===== config.mk =====
export PLATFORM = sky130hd
export DESIGN_NAME = stepper_trapezoid_ramp_unit
export DESIGN_NICKNAME = d
export VERILOG_FILES = /design/src/rtl/core/stramp_pkg.sv /design/src/rtl/core/stepper_trapezoid_ramp_unit.sv
export SDC_FILE = /design/constraint.sdc
export NUM_CORES = 2
export LEC_CHECK = 0
export BUFFER_PORTS_ARGS = -buffer_cell sky130_fd_sc_hd__clkbuf_2
export CAP_MARGIN = 30
export CORE_MARGIN = 4
export CORE_UTILIZATION = 30
export DETAILED_ROUTE_END_ITERATION = 8
export GPL_ROUTABILITY_DRIVEN = 0
export PLACE_DENSITY = 0.47
export SYNTH_ARGS = -nofsm -noshare
export SYNTH_HDL_FRONTEND = slang
export SYNTH_SLANG_ARGS = --single-unit
export TNS_END_PERCENT = 100

===== constraint.sdc =====
create_clock -name clk_i -period 11.9 [get_ports clk_i]
set_input_delay 1.785 -clock clk_i [delete_from_list [all_inputs] [get_ports clk_i]]
set_output_delay 1.785 -clock clk_i [all_outputs]
set_load 0.02 [all_outputs]

===== src/rtl/core/stramp_pkg.sv =====
// Shared types and constants for the stepper trapezoid ramp unit.
package stramp_pkg;

  localparam int unsigned POS_W   = 32;
  localparam int unsigned SPEED_W = 27;
  localparam int unsigned ACCEL_W = 30;
  localparam int unsigned TICK_W  = 20;
  localparam int unsigned BRAKE_W = 31;
  localparam int unsigned AMT_W   = 31;
  localparam int unsigned PROD_W  = ACCEL_W + TICK_W;
  localparam int unsigned CFG_IDX_W  = 3;
  localparam int unsigned CFG_DATA_W = 32;

  // 1000000 = 2^6 * 15625; quotient by 15625 via ceil(2^58 / 15625)
  localparam int unsigned PRE_SHIFT   = 6;
  localparam int unsigned RECIP_W     = 45;
  localparam int unsigned RECIP_SHIFT = 58;
  localparam int unsigned RCHUNK_W    = 15;

  localparam logic [TICK_W-1:0]  US_PER_S    = TICK_W'(1000000);
  localparam logic [TICK_W-1:0]  TICK_RESET  = TICK_W'(1000);
  localparam logic [SPEED_W-1:0] SPEED_MAX   = {SPEED_W{1'b1}};
  localparam logic [RECIP_W-1:0] US_RECIP    = 45'd18446744073710;

  localparam logic [1:0] FUNC_TICK  = 2'd0;
  localparam logic [1:0] FUNC_STEP  = 2'd1;
  localparam logic [1:0] FUNC_START = 2'd2;

  localparam logic [CFG_IDX_W-1:0] REG_ACCEL_RATE  = 3'd0;
  localparam logic [CFG_IDX_W-1:0] REG_TICK_PERIOD = 3'd1;
  localparam logic [CFG_IDX_W-1:0] REG_CRUISE      = 3'd2;
  localparam logic [CFG_IDX_W-1:0] REG_BRAKE       = 3'd3;
  localparam logic [CFG_IDX_W-1:0] REG_GOAL        = 3'd4;

  typedef struct packed {
    logic [1:0]              func;
    logic signed [POS_W-1:0] start_position;
    logic                    start_forward;
  } in_beat_t;

  typedef struct packed {
    logic signed [POS_W-1:0] position;
    logic [SPEED_W-1:0]      speed;
    logic                    forward;
    logic                    moving;
  } out_beat_t;

endpackage


===== src/rtl/core/stepper_trapezoid_ramp_unit.sv =====
// Stepper trapezoid ramp unit: per-axis speed ramp, position tracking and step-amount divider.
//
//   channel | direction | handshake               | payload
//   --------+-----------+-------------------------+-------------------------
//   in      | sink      | in_valid_i / in_stall_o | in_data_i  (in_beat_t)
//   out     | source    | out_valid_o/ out_stall_i| out_data_o (out_beat_t)
//   cfg     | sink      | cfg_we_i                | cfg_idx_i, cfg_wdata_i
//
// One beat per cycle while in_stall_o is low; a beat's result is presented in the cycle after
// acceptance unless an earlier result is still held.
// A two-entry output (result register plus skid register) keeps in_stall_o registered.
// A write to accel_rate or tick_period_us recomputes the ramp step: a product state, then a
// reciprocal-multiply state that works through 15-bit slices; in stalls meanwhile.
// Reset is asynchronous, active low; no clearing pass.
module stepper_trapezoid_ramp_unit (
  input  logic                                 clk_i,
  input  logic                                 rst_ni,
  input  logic                                 cfg_we_i,
  input  logic [stramp_pkg::CFG_IDX_W-1:0]     cfg_idx_i,
  input  logic [stramp_pkg::CFG_DATA_W-1:0]    cfg_wdata_i,
  input  logic                                 in_valid_i,
  output logic                                 in_stall_o,
  input  stramp_pkg::in_beat_t                 in_data_i,
  output logic                                 out_valid_o,
  input  logic                                 out_stall_i,
  output stramp_pkg::out_beat_t                out_data_o
);
  import stramp_pkg::*;

  typedef enum logic [1:0] {AMT_IDLE, AMT_LOAD, AMT_MUL} amt_state_e;

  localparam int unsigned QN_W   = PROD_W - PRE_SHIFT;
  localparam int unsigned PART_W = QN_W + RCHUNK_W;
  localparam int unsigned ACC_W  = QN_W + RECIP_W;

  // config registers
  logic [ACCEL_W-1:0]      accel_q;
  logic [TICK_W-1:0]       period_q;
  logic [SPEED_W-1:0]      cruise_q;
  logic [BRAKE_W-1:0]      brake_q;
  logic signed [POS_W-1:0] goal_q;

  // step amount unit
  amt_state_e         amt_state_q;
  logic [PROD_W-1:0]  num_q;
  logic [ACC_W-1:0]   acc_q;
  logic [ACC_W-1:0]   acc_nx;
  logic [RCHUNK_W-1:0] rchunk;
  logic [PART_W-1:0]  part;
  logic [AMT_W-1:0]   amt_q;
  logic [1:0]         cnt_q;
  logic               amt_restart;

  // axis state
  logic signed [POS_W-1:0] pos_q, pos_d;
  logic [SPEED_W-1:0]      speed_q, speed_d;
  logic                    fwd_q, fwd_d;
  logic                    run_q, run_d;

  // output stage
  logic      main_valid_q, skid_valid_q;
  out_beat_t main_q, skid_q;
  out_beat_t res;
  logic      in_acc, out_pop;

  assign amt_restart = cfg_we_i &&
                       (cfg_idx_i == REG_ACCEL_RATE || cfg_idx_i == REG_TICK_PERIOD);

  always_ff @(posedge clk_i or negedge rst_ni) begin
    if (!rst_ni) begin
      accel_q  <= '0;
      period_q <= TICK_RESET;
      cruise_q <= '0;
      brake_q  <= '0;
      goal_q   <= '0;
    end else if (cfg_we_i) begin
      unique case (cfg_idx_i)
        REG_ACCEL_RATE:  accel_q  <= cfg_wdata_i[ACCEL_W-1:0];
        REG_TICK_PERIOD: period_q <= cfg_wdata_i[TICK_W-1:0];
        REG_CRUISE:      cruise_q <= cfg_wdata_i[SPEED_W-1:0];
        REG_BRAKE:       brake_q  <= cfg_wdata_i[BRAKE_W-1:0];
        REG_GOAL:        goal_q   <= $signed(cfg_wdata_i[POS_W-1:0]);
        default: ;
      endcase
    end
  end

  // (accel * period) >> 6 times the reciprocal of 15625, one 15-bit slice per cycle
  always_comb begin
    case (cnt_q)
      2'd2:    rchunk = US_RECIP[3*RCHUNK_W-1:2*RCHUNK_W];
      2'd1:    rchunk = US_RECIP[2*RCHUNK_W-1:RCHUNK_W];
      default: rchunk = US_RECIP[RCHUNK_W-1:0];
    endcase
    part   = num_q[PROD_W-1:PRE_SHIFT] * rchunk;
    acc_nx = {acc_q[ACC_W-RCHUNK_W-1:0], {RCHUNK_W{1'b0}}} + ACC_W'(part);
  end

  always_ff @(posedge clk_i or negedge rst_ni) begin
    if (!rst_ni) begin
      amt_state_q <= AMT_IDLE;
      amt_q       <= '0;
      cnt_q       <= '0;
    end else if (amt_restart) begin
      amt_state_q <= AMT_LOAD;
    end else begin
      unique case (amt_state_q)
        AMT_IDLE: ;
        AMT_LOAD: begin
          cnt_q       <= 2'd2;
          amt_state_q <= AMT_MUL;
        end
        AMT_MUL: begin
          cnt_q <= cnt_q - 2'd1;
          if (cnt_q == 2'd0) begin
            amt_q       <= acc_nx[ACC_W-1:RECIP_SHIFT];
            amt_state_q <= AMT_IDLE;
          end
        end
        default: amt_state_q <= AMT_IDLE;
      endcase
    end
  end

  always_ff @(posedge clk_i) begin
    if (amt_state_q == AMT_LOAD) begin
      num_q <= PROD_W'(accel_q) * PROD_W'(period_q);
      acc_q <= '0;
    end else if (amt_state_q == AMT_MUL) begin
      acc_q <= acc_nx;
    end
  end

  // per-beat update
  logic signed [POS_W:0]   remain;
  logic signed [POS_W+1:0] ahead, spd_s, amt_s, aim_s, nxt_s, brake_s;
  logic [POS_W-1:0]        pos_step;

  always_comb begin
    pos_d   = pos_q;
    speed_d = speed_q;
    fwd_d   = fwd_q;
    run_d   = run_q;
    remain  = $signed({goal_q[POS_W-1], goal_q}) - $signed({pos_q[POS_W-1], pos_q});
    ahead   = fwd_q ? $signed({remain[POS_W], remain}) : -$signed({remain[POS_W], remain});
    spd_s   = $signed({7'd0, speed_q});
    amt_s   = $signed({3'd0, amt_q});
    brake_s = $signed({3'd0, brake_q});
    aim_s   = $signed({7'd0, cruise_q});
    nxt_s   = spd_s;
    pos_step = fwd_q ? (pos_q + 32'd1) : (pos_q - 32'd1);

    case (in_data_i.func)
      FUNC_TICK: begin
        if (run_q) begin
          if (ahead < 0 && spd_s <= amt_s) begin
            fwd_d = !fwd_q;
          end else begin
            if (ahead < 0 || ahead < brake_s) aim_s = '0;
            nxt_s = (aim_s >= spd_s) ? spd_s + amt_s : spd_s - amt_s;
            if (nxt_s >= aim_s - amt_s && nxt_s <= aim_s + amt_s) nxt_s = aim_s;
            if (nxt_s < 0) nxt_s = '0;
            if (nxt_s > $signed({7'd0, SPEED_MAX})) nxt_s = $signed({7'd0, SPEED_MAX});
            speed_d = nxt_s[SPEED_W-1:0];
          end
        end
      end
      FUNC_STEP: begin
        pos_d = $signed(pos_step);
        if (run_q && $signed(pos_step) == goal_q) run_d = 1'b0;
      end
      FUNC_START: begin
        pos_d   = in_data_i.start_position;
        fwd_d   = in_data_i.start_forward;
        speed_d = '0;
        run_d   = in_data_i.start_position != goal_q;
      end
      default: ;
    endcase

    res.position = pos_d;
    res.speed    = speed_d;
    res.forward  = fwd_d;
    res.moving   = run_d;
  end

  assign in_stall_o  = skid_valid_q || (amt_state_q != AMT_IDLE);
  assign in_acc      = in_valid_i && !in_stall_o;
  assign out_pop     = main_valid_q && !out_stall_i;
  assign out_valid_o = main_valid_q;
  assign out_data_o  = main_q;

  always_ff @(posedge clk_i or negedge rst_ni) begin
    if (!rst_ni) begin
      pos_q   <= '0;
      speed_q <= '0;
      fwd_q   <= 1'b1;
      run_q   <= 1'b0;
    end else if (in_acc) begin
      pos_q   <= pos_d;
      speed_q <= speed_d;
      fwd_q   <= fwd_d;
      run_q   <= run_d;
    end
  end

  always_ff @(posedge clk_i or negedge rst_ni) begin
    if (!rst_ni) begin
      main_valid_q <= 1'b0;
      skid_valid_q <= 1'b0;
    end else if (in_acc) begin
      if (main_valid_q && !out_pop) skid_valid_q <= 1'b1;
      else main_valid_q <= 1'b1;
    end else if (out_pop) begin
      if (skid_valid_q) skid_valid_q <= 1'b0;
      else main_valid_q <= 1'b0;
    end
  end

  always_ff @(posedge clk_i) begin
    if (in_acc) begin
      if (main_valid_q && !out_pop) skid_q <= res;
      else main_q <= res;
    end else if (out_pop && skid_valid_q) begin
      main_q <= skid_q;
    end
  end

  a_skid_needs_main: assert property (@(posedge clk_i) disable iff (!rst_ni)
    skid_valid_q |-> main_valid_q) else $error("skid beat without result beat");

  a_held_result: assert property (@(posedge clk_i) disable iff (!rst_ni)
    main_valid_q && out_stall_i |=> main_valid_q) else $error("stalled result dropped");

  a_stall_on_rate_write: assert property (@(posedge clk_i) disable iff (!rst_ni)
    amt_restart |=> in_stall_o) else $error("input open while step amount recomputes");

  a_step_keeps_speed: assert property (@(posedge clk_i) disable iff (!rst_ni)
    in_acc && in_data_i.func == FUNC_STEP |=> $stable(speed_q))
    else $error("speed changed on step beat");

  a_run_stops_by_step: assert property (@(posedge clk_i) disable iff (!rst_ni)
    $fell(run_q) |-> $past(in_acc) && $past(in_data_i.func) != FUNC_TICK)
    else $error("motion stopped without step or start");

endmodule

==> results.sh <==
export IMPL_die_w_um=496
export IMPL_ys_seq_area_share_pct=17.4
export IMPL_critPathMaxFanout=8
export IMPL_fmax_ghz=0.0818
export IMPL_antenna_found_initial=6
export IMPL_grt_overflow=0
export IMPL_worstSkewPairLatency_ps=720
export IMPL_design_area_um2=82200
export IMPL_area_growth_pct=15.3
export IMPL_cts_tree="done"
export IMPL_cts_clk_slew_worst_paths_ps=70
export IMPL_violations="setup timing"
export IMPL_nNetsFinal=9845
export IMPL_place_area_um2=78700
export IMPL_worst_r2r_setup_slack_ps=-320
export IMPL_grtUsageTotal_pct=19.1
export IMPL_critPathKind="register to register"
export IMPL_stdcell_count=11288
export IMPL_required_ps=12490
export IMPL_core_um2=236000
export IMPL_fillCellCount=24172
export IMPL_drt_total_wl_um=236000
export IMPL_cts_sinks=478
export IMPL_crit_buf_inv=11
export IMPL_arrival_ps=12810
export IMPL_htreeDepth=2
export IMPL_num_rows=178
export IMPL_drt_first_pass_iters=8
export IMPL_ant_nets=0
export IMPL_cp_top_family="compound AO/OA/AOI/OAI gates"
export IMPL_die_h_um=496
export IMPL_synthArstFlopShare_pct=49.8
export IMPL_run_status="complete, but fails checks"
export IMPL_num_vias=54637
export IMPL_r2r_end="speed_q[18]"
export IMPL_min_from="acc_q[41]"
export IMPL_synth_cell_type_count=101
export IMPL_routedWlPerCell_um=20.9
export IMPL_synth_edf_count=166
export IMPL_drv_cap=0
export IMPL_drt_initial_drc_count=3760
export IMPL_slew_viol_final=0
export IMPL_io_buffers=137
export IMPL_pin_count=138
export IMPL_grt_max_degree=78
export IMPL_dp_cells=11121
export IMPL_synthFlopType="dfrtp_1"
export IMPL_rsz0062_at_grt="yes"
export IMPL_grt_pass1_vias=58037
export IMPL_hold_class="register to register"
export IMPL_setup_tns_ps=-17190
export IMPL_critPathSlowestCell="or4_4"
export IMPL_final_common_cell="inv_1"
export IMPL_syn_nets=9392
export IMPL_grt_pass1_wl_um=360000
export IMPL_crit_path_frequent_cell="a21oi_2"
export IMPL_slew_headroom_pct=24.7
export IMPL_worst_pin_slew_ps=1120
export IMPL_via_per_inst=4.84
export IMPL_crit_path_start_kind="register"
export IMPL_skew_ps=49.7
export IMPL_setup_viol=76
export IMPL_synthCells=7631
export IMPL_period_needed_ps=12220
export IMPL_dp_hpwl_um=193000
export IMPL_cpPeakStageDelay_ps=550
export IMPL_fin_crit_sh_pct=103
export IMPL_cts_hold_buf=0
export IMPL_holdPathEnd="acc_q[41]"
export IMPL_ys_warn_count=0
export IMPL_rr_startpoint="pos_q[7]"
export IMPL_end_kind="register"
export IMPL_hold_violations=0
export IMPL_synth_avg_cell_area_um2=9.35
export IMPL_clockRootBuffer="clkbuf_16"
export IMPL_final_util_pct=34.9
export IMPL_hold_path_depth=2
export IMPL_cts_buffers=61
export IMPL_worst_slack_ps=-322
export IMPL_ys_ff_latch=478
export IMPL_layout_common_cells="inv_1 (1,450), fa_1 (1,092), nand2_1 (687), ha_1 (581), buf_4 (517)"
export IMPL_clk_path_buf_depth=3
export IMPL_drive_above_1_share_pct=14.0
export IMPL_start_util_pct=30.2
export IMPL_r2r_cells=63
export IMPL_netlist_area_um2=71300
export IMPL_drc_errors=0
export IMPL_dieArea_um2=246000
==> cell families after synthesis <==
family / share of synthesized area, %
multiplexers: 3.61
adder cells (fa/ha/maj): 41.1
AO/OA/AOI/OAI: 10.2
buffers and inverters: 9.26
XOR/XNOR: 4.49
flip-flops: 17.4
AND/OR/NAND/NOR: 13.9
==> through the flow <==
| stage | setup WS, ps | hold slack [ps] |
|---|---|---|
| finish | -322 | 476 |
| global route | -840 | 508 |
| CTS | -159 | 475 |
| detailed placement | -718 | 463 |
| global placement | -625 | 463 |
| floorplan | 20.3 | 446 |
==> Yosys cell counts, types with 12 or more instances <==
master | instances | area share [%]
a211oi_1 | 43 | 0.45
a21o_1 | 152 | 1.6
a21oi_1 | 352 | 2.5
a221oi_1 | 16 | 0.20
a22oi_1 | 24 | 0.25
a31o_2 | 12 | 0.15
a31oi_1 | 39 | 0.34
and2_1 | 332 | 2.9
and3_1 | 44 | 0.39
and4_1 | 18 | 0.22
buf_1 | 14 | 0.074
clkbuf_1 | 266 | 1.4
dfrtp_1 | 231 | 8.1
dfxtp_1 | 74 | 2.1
edfxtp_1 | 166 | 7.0
fa_1 | 1094 | 31
ha_1 | 592 | 10
inv_1 | 1454 | 7.7
mux2_2 | 161 | 2.5
mux2i_1 | 76 | 1.1
nand2_1 | 689 | 3.6
nand2b_1 | 126 | 1.1
nand3_1 | 64 | 0.45
nand4_1 | 47 | 0.41
nor2_1 | 361 | 1.9
nor2b_1 | 131 | 1.1
nor3_1 | 74 | 0.52
nor3b_1 | 15 | 0.16
nor4_1 | 28 | 0.25
o211ai_1 | 18 | 0.19
o21a_1 | 32 | 0.34
o21ai_0 | 210 | 1.5
o21bai_1 | 48 | 0.51
o31ai_1 | 36 | 0.38
or2_2 | 22 | 0.19
or3_1 | 22 | 0.19
xnor2_1 | 222 | 2.7
xor2_1 | 110 | 1.4
==> sequential cells by signal, summed over array words and instances (netlist names), 2 cells and up <==
register     count
period_q        20
goal_q          32
acc_q           74
pos_q           32
brake_q         31
cruise_q        27
amt_q           31
num_q           44
out_data_o      61
speed_q         27
amt_state_q      2
skid_q          61
cnt_q            2
accel_q         30
==> worst min-delay path: cells and delay by family (launching register included) <==
kind             cells  cell delay, ps
AND/OR/NAND/NOR      1              60
flip-flops           1             310
AO/OA/AOI/OAI        1              50
==> how the worst max path moves through the flow <==
stage               startpoint        endpoint  cells after the start
detailed placement   goal_q[0]  out_data_o[17]                     61
finish                pos_q[7]     speed_q[18]                     63
global placement     goal_q[0]  out_data_o[24]                     62
CTS                  pos_q[12]  out_data_o[23]                     62
global route          pos_q[7]  out_data_o[27]                     54
floorplan           goal_q[13]  out_data_o[27]                     59
==> per-layer routing <==
metal / global-route usage, % / part of all wire [%]
met4: 5.03 / 2.9
met5: 0 / 0.0055
met2: 30.9 / 46
met1: 27.1 / 47
met3: 2.18 / 4.8
==> area by class of cell <==
| class | count | area, µm² | area share [%] |
|---|---|---|---|
| Tap cell | 3150 | 3940 | 4.79 |
| Clock buffer | 82 | 1730 | 2.10 |
| Antenna cell | 2 | 5.00 | 0.00609 |
| Clock inverter | 33 | 388 | 0.472 |
| Sequential cell | 478 | 12400 | 15.1 |
| Multi-Input combinational cell | 5402 | 53200 | 64.7 |
| Inverter | 1458 | 5470 | 6.65 |
| Timing Repair Buffer | 683 | 5080 | 6.18 |
==> what timing repair did <==
action	4_1_cts	5_1_grt
endpoints found under the hold margin	0	0
gates cloned	2	5
gates resized for setup	77	123
endpoints found under the setup margin	81	81
pin swaps	26	95
setup buffers	23	22
Power is not shown: default switching activity piles up to over one toggle a cycle in this logic, so the estimate is an artifact.
